===== src/design/m2h_pkg.sv =====
// m2h_pkg: shared types and constants for the murmur2_hash32 block.
// Holds the mix multiplier, shift amounts, sequencer states and the tail mask.
// No dependencies.
package m2h_pkg;

    localparam logic [31:0] MIX_MUL     = 32'h5bd1e995;
    localparam int          MIX_SHIFT   = 24;
    localparam int          FIN_SHIFT_A = 13;
    localparam int          FIN_SHIFT_B = 15;

    localparam logic [2:0]  CNT_NONE    = 3'd0;
    localparam logic [2:0]  CNT_ONE     = 3'd1;
    localparam logic [2:0]  CNT_TWO     = 3'd2;
    localparam logic [2:0]  CNT_THREE   = 3'd3;
    localparam logic [2:0]  CNT_FULL    = 3'd4;

    typedef enum logic [2:0] {
        S_IDLE,
        S_A,
        S_B,
        S_T,
        S_F1,
        S_F2
    } t_state;

    function automatic logic [31:0] tail_mask(input logic [2:0] cnt);
        logic [31:0] m;
        case (cnt)
            CNT_ONE:   m = 32'h0000_00ff;
            CNT_TWO:   m = 32'h0000_ffff;
            CNT_THREE: m = 32'h00ff_ffff;
            default:   m = 32'h0000_0000;
        endcase
        return m;
    endfunction

endpackage


===== src/design/m2h_mul.sv =====
// m2h_mul: shared multiply-by-M unit with a registered product.
// The product holds while the enable is low.
// Depends on m2h_pkg.
module m2h_mul (
    input  logic        i_clk,
    input  logic        i_en,
    input  logic [31:0] i_operand,
    output logic [31:0] o_product
);

    logic [31:0] r_prod;
    logic [31:0] n_prod;

    assign n_prod = i_operand * m2h_pkg::MIX_MUL;

    always_ff @(posedge i_clk) begin
        if (i_en) begin
            r_prod <= n_prod;
        end
    end

    assign o_product = r_prod;

endmodule


===== src/design/murmur2_hash32.sv =====
// murmur2_hash32: 32-bit MurmurHash2 over a key streamed as little-endian words.
// Top level: sequencer, running hash and output register around m2h_mul.
// Depends on m2h_pkg and m2h_mul.
//
// Usage:
//   Input channel (i_in_valid / o_in_stall): one key word per transfer, with
//   byte count, first and last flags and, on the first word, the key length.
//   Output channel (o_out_valid / i_out_stall): one hash per key, sent after
//   the transfer that carries the last flag.
//   Config channel (i_cfg_valid / o_cfg_ready): writes the seed; always ready.
// Per full word the sequencer steps idle, S_A, S_B (word multiply, hash
//   multiply, second word multiply on the one shared multiplier) and stalls
//   input outside idle; the mixed word is folded into the hash in the first
//   idle cycle after S_B, which can also take the next word. After the last
//   word: no bytes, S_F2; 1 to 3 tail bytes, S_T, S_F1, S_F2; a full word,
//   S_A, S_B, S_F1, S_F2 (avalanche adds a multiply pass); then o_out_valid.
// Reset clears the seed, the running hash and the output valid.
// While the receiver stalls, the hash waits in the final state and the
//   output register holds; no new word is taken until it is written.
module murmur2_hash32 (
    input  logic        i_clk,
    input  logic        i_rst_n,
    input  logic        i_in_valid,
    output logic        o_in_stall,
    input  logic [31:0] i_word_data,
    input  logic [2:0]  i_byte_count,
    input  logic        i_first_item,
    input  logic        i_last_item,
    input  logic [30:0] i_total_length,
    output logic        o_out_valid,
    input  logic        i_out_stall,
    output logic [31:0] o_hash_value,
    input  logic        i_cfg_valid,
    output logic        o_cfg_ready,
    input  logic [31:0] i_cfg_data
);

    m2h_pkg::t_state r_state, n_state;

    logic [31:0] r_seed;
    logic [31:0] r_hash, n_hash;
    logic [31:0] r_k, n_k;
    logic        r_pend, n_pend;
    logic        r_last, n_last;
    logic [31:0] r_out, n_out;
    logic        r_out_valid, n_out_valid;

    logic        mul_en;
    logic [31:0] mul_op;
    logic [31:0] prod;

    logic        accept;
    logic [2:0]  cnt_sat;
    logic        is_full, is_zero;
    logic [31:0] h_cur, h_init, h_fold, h_fin;

    m2h_mul u_mul (
        .i_clk     (i_clk),
        .i_en      (mul_en),
        .i_operand (mul_op),
        .o_product (prod)
    );

    assign o_cfg_ready  = 1'b1;
    assign o_in_stall   = (r_state != m2h_pkg::S_IDLE);
    assign o_out_valid  = r_out_valid;
    assign o_hash_value = r_out;
    assign accept       = i_in_valid && !o_in_stall;

    assign cnt_sat = (i_byte_count > m2h_pkg::CNT_FULL) ? m2h_pkg::CNT_FULL : i_byte_count;
    assign is_full = !i_last_item || (cnt_sat == m2h_pkg::CNT_FULL);
    assign is_zero = i_last_item && (cnt_sat == m2h_pkg::CNT_NONE);

    assign h_cur  = r_pend ? (r_hash ^ prod) : r_hash;
    assign h_init = i_first_item ? (r_seed ^ {1'b0, i_total_length}) : h_cur;
    assign h_fold = r_hash ^ prod;
    assign h_fin  = prod ^ (prod >> m2h_pkg::FIN_SHIFT_B);

    always_ff @(posedge i_clk) begin
        if (!i_rst_n) begin
            r_seed <= 32'h0;
        end else if (i_cfg_valid && o_cfg_ready) begin
            r_seed <= i_cfg_data;
        end
    end

    always_ff @(posedge i_clk) begin
        if (!i_rst_n) begin
            r_state     <= m2h_pkg::S_IDLE;
            r_hash      <= 32'h0;
            r_pend      <= 1'b0;
            r_out_valid <= 1'b0;
        end else begin
            r_state     <= n_state;
            r_hash      <= n_hash;
            r_pend      <= n_pend;
            r_out_valid <= n_out_valid;
        end
    end

    always_ff @(posedge i_clk) begin
        r_k    <= n_k;
        r_last <= n_last;
        r_out  <= n_out;
    end

    always_comb begin
        n_state     = r_state;
        n_hash      = r_hash;
        n_pend      = r_pend;
        n_k         = r_k;
        n_last      = r_last;
        n_out       = r_out;
        n_out_valid = r_out_valid && i_out_stall;
        mul_en      = 1'b0;
        mul_op      = r_hash;
        case (r_state)
            m2h_pkg::S_IDLE: begin
                n_hash = h_cur;
                n_pend = 1'b0;
                if (accept) begin
                    n_last = i_last_item;
                    if (is_full) begin
                        n_hash  = h_init;
                        mul_en  = 1'b1;
                        mul_op  = i_word_data;
                        n_state = m2h_pkg::S_A;
                    end else if (is_zero) begin
                        n_hash  = h_init;
                        mul_en  = 1'b1;
                        mul_op  = h_init ^ (h_init >> m2h_pkg::FIN_SHIFT_A);
                        n_state = m2h_pkg::S_F2;
                    end else begin
                        n_hash  = h_init ^ (i_word_data & m2h_pkg::tail_mask(cnt_sat));
                        n_state = m2h_pkg::S_T;
                    end
                end
            end
            m2h_pkg::S_A: begin
                n_k     = prod ^ (prod >> m2h_pkg::MIX_SHIFT);
                mul_en  = 1'b1;
                mul_op  = r_hash;
                n_state = m2h_pkg::S_B;
            end
            m2h_pkg::S_B: begin
                n_hash = prod;
                mul_en = 1'b1;
                mul_op = r_k;
                if (r_last) begin
                    n_state = m2h_pkg::S_F1;
                end else begin
                    n_pend  = 1'b1;
                    n_state = m2h_pkg::S_IDLE;
                end
            end
            m2h_pkg::S_T: begin
                mul_en  = 1'b1;
                mul_op  = r_hash;
                n_hash  = 32'h0;
                n_state = m2h_pkg::S_F1;
            end
            m2h_pkg::S_F1: begin
                n_hash  = h_fold;
                mul_en  = 1'b1;
                mul_op  = h_fold ^ (h_fold >> m2h_pkg::FIN_SHIFT_A);
                n_state = m2h_pkg::S_F2;
            end
            m2h_pkg::S_F2: begin
                if (!r_out_valid || !i_out_stall) begin
                    n_out       = h_fin;
                    n_out_valid = 1'b1;
                    n_state     = m2h_pkg::S_IDLE;
                end
            end
            default: begin
                n_state = m2h_pkg::S_IDLE;
            end
        endcase
    end

    a_zero_last: assert property (@(posedge i_clk) disable iff (!i_rst_n)
        (accept && i_last_item && (i_byte_count == m2h_pkg::CNT_NONE))
        |=> (r_state == m2h_pkg::S_F2))
        else $error("empty last word did not go straight to avalanche");

    a_mid_pend: assert property (@(posedge i_clk) disable iff (!i_rst_n)
        (r_state == m2h_pkg::S_B && !r_last)
        |=> (r_state == m2h_pkg::S_IDLE && r_pend))
        else $error("mid-key word did not leave a pending fold");

    a_pend_idle: assert property (@(posedge i_clk) disable iff (!i_rst_n)
        r_pend |-> (r_state == m2h_pkg::S_IDLE))
        else $error("pending fold outside idle");

    a_out_src: assert property (@(posedge i_clk) disable iff (!i_rst_n)
        $rose(r_out_valid) |-> ($past(r_state) == m2h_pkg::S_F2))
        else $error("output written outside final state");

endmodule

===== config.mk =====
export PLATFORM = sky130hd
export DESIGN_NAME = murmur2_hash32
export DESIGN_NICKNAME = d
export VERILOG_FILES = /design/src/design/m2h_pkg.sv /design/src/design/m2h_mul.sv /design/src/design/murmur2_hash32.sv
export SDC_FILE = /design/constraint.sdc
export NUM_CORES = 1
export LEC_CHECK = 0
export BUFFER_PORTS_ARGS = -buffer_cell sky130_fd_sc_hd__buf_2
export CORE_ASPECT_RATIO = 0.6
export CORE_MARGIN = 3
export CORE_UTILIZATION = 60
export CTS_CLUSTER_DIAMETER = 30
export CTS_CLUSTER_SIZE = 24
export DETAILED_ROUTE_END_ITERATION = 16
export HOLD_SLACK_MARGIN = 0.02
export PLACE_DENSITY_LB_ADDON = 0.15
export SLEW_MARGIN = 15
export SYNTH_ARGS = -nofsm -noshare
export SYNTH_HDL_FRONTEND = slang
export SYNTH_SLANG_ARGS = --single-unit

===== constraint.sdc =====
create_clock -name i_clk -period 10.63 [get_ports i_clk]
set_input_delay 0.5315 -clock i_clk [delete_from_list [all_inputs] [get_ports i_clk]]
set_output_delay 0.5315 -clock i_clk [all_outputs]
set_load 0.05 [all_outputs]

==> results.sh, run 1 <==
export IMPL_status="completed"
export IMPL_critPathSlowestCell="a2111oi_0"
export IMPL_routed_wl_um=61100
export IMPL_period_minus_slack_ps=10250
export IMPL_fp_dieH_um=145
export IMPL_cp_end_kind="flip-flop"
export IMPL_fp_dieW_um=238
export IMPL_place_gp_congestion=1.00
export IMPL_setup_viol=0
export IMPL_multiInputGateArea_um2=13200
export IMPL_cp_common_cell="fa_1"
export IMPL_path_clk_slew_ps=70
export IMPL_clkLatencyLatePin_ps=450
export IMPL_cts_resized=0
export IMPL_num_rows=50
export IMPL_nets=2672
export IMPL_synthArstFlopShare_pct=0
export IMPL_dp_hpwl_um=47400
export IMPL_post_cts_buffers=0
export IMPL_critPathLaunchType="flip-flop"
export IMPL_critical_path_required_ps=10820
export IMPL_grt_max_degree=70
export IMPL_dieArea_um2=34400
export IMPL_synth_edf_count=97
export IMPL_period_share_pct=96.4
export IMPL_via_count=15900
export IMPL_port_buffers=138
export IMPL_cap_viol_max_count=0
export IMPL_seq_area_um2=4300
export IMPL_final_antenna_net_count=0
export IMPL_synth_flop_cell="edfxtp_1"
export IMPL_pin_count=140
export IMPL_core_area_um2=31400
export IMPL_syn_area_um2=19300
export IMPL_cts_buffers=17
export IMPL_critPathKind="reg2reg"
export IMPL_overflow=0
export IMPL_cp_slowest_stage_delay_ps=710
export IMPL_wl_per_cell_um=23.4
export IMPL_fill_cells=2552
export IMPL_syn_num_nets=2590
export IMPL_drc=0
export IMPL_tritoncts="built"
export IMPL_grt_pass1_wl_um=94000
export IMPL_drtIter0Drc=2219
export IMPL_clock_path_buffers=2
export IMPL_max_slew_margin_pct=17.1
export IMPL_tightestPinTransition_ps=1240
export IMPL_ys_warn_count=0
export IMPL_reg2regPathDepth=31
export IMPL_cts_sinks=166
export IMPL_path_max_fanout=30
export IMPL_gr_usage_all_layers_pct=35.9
export IMPL_synth_cells=2090
export IMPL_ys_seq_area_share_pct=22.3
export IMPL_tns_ps=0
export IMPL_layout_drive_gt1_share_pct=11.0
export IMPL_root_buffer="clkbuf_16"
export IMPL_finalClockSkew_ps=16.2
export IMPL_synthToLayoutAreaGrowth_pct=8.90
export IMPL_antenna_found_initial=3
export IMPL_htreeDepth=4
export IMPL_cp_arrival_ps=10440
export IMPL_start_util_pct=61.4
export IMPL_postCtsHoldBufs=0
export IMPL_vias_per_cell=6.09
export IMPL_rsz0062_at_grt="false"
export IMPL_grt_pass1_vias=15800
export IMPL_final_hold_viol_count=0
export IMPL_fmax_mhz=97.5
export IMPL_avgSynthCellArea_um2=9.23
export IMPL_hold_depth=1
export IMPL_min_path_type="in2reg"
export IMPL_ys_ff_latch=166
export IMPL_finalHoldWorstSlack_ps=299
export IMPL_synth_cell_types=75
export IMPL_drv_slew=0
export IMPL_dr_pass1_iters=9
through the flow:
stage               utilization [%]  instances  area, µm²  setup slack [ps]
floorplan                         -       2090      19300              2080
global placement               65.0       2569      20400               989
detailed placement             65.0       2569      20400               908
CTS                            66.9       2601      21000               858
global route                   66.9       2601      21000               303
finish                         66.9       2604      21000               378
layout make-up:
type	instances	share of cell area, %
multi-input cells	1446	62.8
flip-flops and latches	166	20.4
inverters	359	6.47
repair buffers	182	4.92
well taps	416	2.48
clock buffers	17	2.02
clock inverters	15	0.851
diodes	3	0.0357
state kept, by name (all words and copies together), names as in the netlist:
register / flops
o_hash_value: 32
r_hash: 32
r_k: 32
r_seed: 32
u_mul.o_product: 32
r_state: 3
o_out_valid: 1
r_last: 1
r_pend: 1
critical path, delay by kind of cell (launching register included):
family,cells,cell delay [ps]
xor+xnor,1,370
compound gates,10,3350
simple gates,4,660
flops,1,470
buf+inv,7,1030
fa+ha+maj,9,4110
metal layers:
metal	vias up	track usage [%]	routed length [µm]
met5	-	0	24
met4	4	8.48	1340
met3	133	16.1	9320
met2	990	48.6	23900
met1	7668	52.4	26500
li1	7074	-	-
cells in the mapped netlist, drive strengths merged, types with 13 or more instances:
cell type / instances / area [µm²]
a222oi: 14 / 140
buf: 20 / 109
a22oi: 30 / 225
a21o: 20 / 150
o21ai: 137 / 686
fa: 181 / 3620
clkbuf: 99 / 372
edfxtp: 97 / 2910
xor2: 119 / 1040
o311a: 17 / 170
nand2b: 13 / 81.3
nor2: 79 / 307
xnor2: 111 / 972
nor2b: 48 / 300
dfxtp: 69 / 1380
nand2: 158 / 601
inv: 356 / 1340
ha: 214 / 2680
nand3: 22 / 110
a21oi: 111 / 567
mux2i: 33 / 330
cells in the final DEF (no fill, tap or decap), types with 5 or more instances in the layout:
master,instances
a2111oi_0,5
a211oi_1,7
a21o_1,20
a21oi_1,109
a221o_1,7
a221oi_1,5
a222oi_1,14
a22oi_1,30
and2_1,7
and3_1,9
buf_2,138
buf_4,43
clkbuf_16,17
dfxtp_1,67
edfxtp_1,97
fa_1,181
ha_1,214
inv_1,355
inv_8,5
mux2i_1,33
nand2_1,157
nand2b_1,13
nand3_1,22
nor2_1,74
nor2b_1,48
nor3_1,5
nor3b_1,10
o211ai_1,5
o21a_1,10
o21ai_0,133
o221ai_1,5
o22ai_1,5
o311a_1,17
o311ai_0,5
xnor2_1,111
xor2_1,119
path summary, 6_finish.rpt:
kind                    start             endpoint  slack (ps)
hold / removal    i_last_item               r_last         300
setup reg to reg   r_state[2]  u_mul.o_product[31]         380
hold reg to reg     r_seed[2]            r_seed[2]         540
setup / recovery   r_state[2]  u_mul.o_product[31]         380
cell families (layout without fill, tap and decap cells):
| group | after synthesis | after routing | share of synthesized area, % |
|---|---|---|---|
| and+or+nand+nor | 364 | 364 | 8.88 |
| buffers and inverters | 478 | 573 | 9.54 |
| muxes | 35 | 35 | 1.83 |
| xor gates and xnor gates | 233 | 233 | 10.8 |
| other | 1 | 4 | 0.0194 |
| AOI/OAI and AO/OA | 418 | 418 | 14.0 |
| adders and majority gates | 395 | 395 | 32.7 |
| DFF | 166 | 166 | 22.3 |
Power of run 1 is not shown: default switching activity piles up to over one toggle a cycle in this logic, so the estimate is an artifact.
==> run 2: changes to the inputs <==
--- a/config.mk
+++ b/config.mk
@@ -7,7 +7,7 @@
 export LEC_CHECK = 0
 export BUFFER_PORTS_ARGS = -buffer_cell sky130_fd_sc_hd__buf_2
 export CORE_ASPECT_RATIO = 0.6
-export CORE_MARGIN = 3
+export CORE_MARGIN = 2
 export CORE_UTILIZATION = 60
 export CTS_CLUSTER_DIAMETER = 30
 export CTS_CLUSTER_SIZE = 24
==> results.sh, run 2 (synthesis gave the netlist of run 1 again) <==
export IMPL_min_path_type="in2reg"
export IMPL_grt_max_degree=70
export IMPL_nets=2675
export IMPL_wl_per_cell_um=23.7
export IMPL_root_buffer="clkbuf_16"
export IMPL_antenna_found_initial=3
export IMPL_pin_count=140
export IMPL_port_buffers=138
export IMPL_critPathKind="reg2reg"
export IMPL_start_util_pct=61.4
export IMPL_cp_num_buf_inv=8
export IMPL_tightestPinTransition_ps=1070
export IMPL_tritoncts="built"
export IMPL_fill_cells=2534
export IMPL_dp_hpwl_um=48100
export IMPL_cts_resized=0
export IMPL_gr_usage_all_layers_pct=37.5
export IMPL_dr_pass1_iters=6
export IMPL_drv_slew=0
export IMPL_layout_drive_gt1_share_pct=11.1
export IMPL_cts_sinks=166
export IMPL_critPathSlowestCell="dfxtp_1"
export IMPL_final_common_cell="inv_1"
export IMPL_num_rows=50
export IMPL_dieArea_um2=33700
export IMPL_setup_viol=0
export IMPL_path_clk_slew_ps=70
export IMPL_clock_path_buffers=2
export IMPL_cp_arrival_ps=10490
export IMPL_clkLatencyLatePin_ps=460
export IMPL_place_gp_congestion=0.974
export IMPL_vias_per_cell=6.07
export IMPL_cp_common_cell="fa_1"
export IMPL_critical_path_required_ps=10830
export IMPL_core_area_um2=31400
export IMPL_status="completed"
export IMPL_post_cts_buffers=0
export IMPL_final_antenna_net_count=0
export IMPL_drc=0
export IMPL_cp_slowest_stage_delay_ps=1010
export IMPL_postCtsHoldBufs=0
export IMPL_synthToLayoutAreaGrowth_pct=9.14
export IMPL_overflow=0
export IMPL_period_share_pct=96.8
export IMPL_rsz0062_at_grt="false"
export IMPL_via_count=15800
export IMPL_fmax_mhz=97.2
export IMPL_fp_dieH_um=143
export IMPL_critPathLaunchType="flip-flop"
export IMPL_final_hold_viol_count=0
export IMPL_routed_wl_um=61700
export IMPL_finalClockSkew_ps=12.6
export IMPL_htreeDepth=4
export IMPL_cap_viol_max_count=0
export IMPL_drtIter0Drc=2080
export IMPL_period_minus_slack_ps=10290
export IMPL_final_cell_mix="inv_1, ha_1, fa_1"
export IMPL_max_slew_margin_pct=28.5
export IMPL_critPathTopFamily="adder cells"
export IMPL_fp_dieW_um=236
export IMPL_cp_end_kind="flip-flop"
export IMPL_cts_buffers=17
export IMPL_grt_pass1_wl_um=94400
export IMPL_path_max_fanout=24
export IMPL_tns_ps=0
export IMPL_grt_pass1_vias=15600
[run 2: cell types whose count changed in the layout (fill, tap and decap cells not counted), sizes merged]
| cell | delta |
|---|---|
| diode | -2 |
| clkinvlp | +1 |
| buf | +3 |
| inv | -1 |
[run 2: layout make-up]
| cell class | instances | area [µm²] | area share (%) |
|---|---|---|---|
| antenna | 1 | 2.50 | 0.0119 |
| clock buffer | 17 | 425 | 2.02 |
| clock inverter | 15 | 180 | 0.856 |
| inverter | 359 | 1360 | 6.46 |
| multi-input combinational | 1446 | 13200 | 62.6 |
| sequential | 166 | 4300 | 20.4 |
| tap | 416 | 520 | 2.47 |
| timing repair buffer | 185 | 1080 | 5.15 |
[run 2: path summary, 6_finish.rpt]
check,from,endpoint,slack (ps),cells after the start
min,i_last_item,r_last,290,1
max,r_state[0],u_mul.o_product[31],340,29
max reg2reg,r_state[0],u_mul.o_product[31],340,29
min reg2reg,r_seed[5],r_seed[5],540,2
[run 2: layer usage]
metal,track usage [%],part of all wire (%),vias up
met5,0,0.044,-
met4,9.72,2.4,4
met3,15.6,16,118
met2,51.1,39,1037
met1,54.5,43,7588
li1,-,-,7078
[run 2: per-stage QoR]
step	util (%)	worst slack (ps)	hold WS (ps)	area [µm²]	cells
floorplan	-	2080	424	19300	2090
global placement	64.9	663	519	20400	2570
detailed placement	64.9	721	523	20400	2570
CTS	66.9	708	267	21000	2602
global route	67.1	22.2	274	21100	2605
finish	67.1	337	287	21100	2605
Power of run 2 is left out for the same reason.
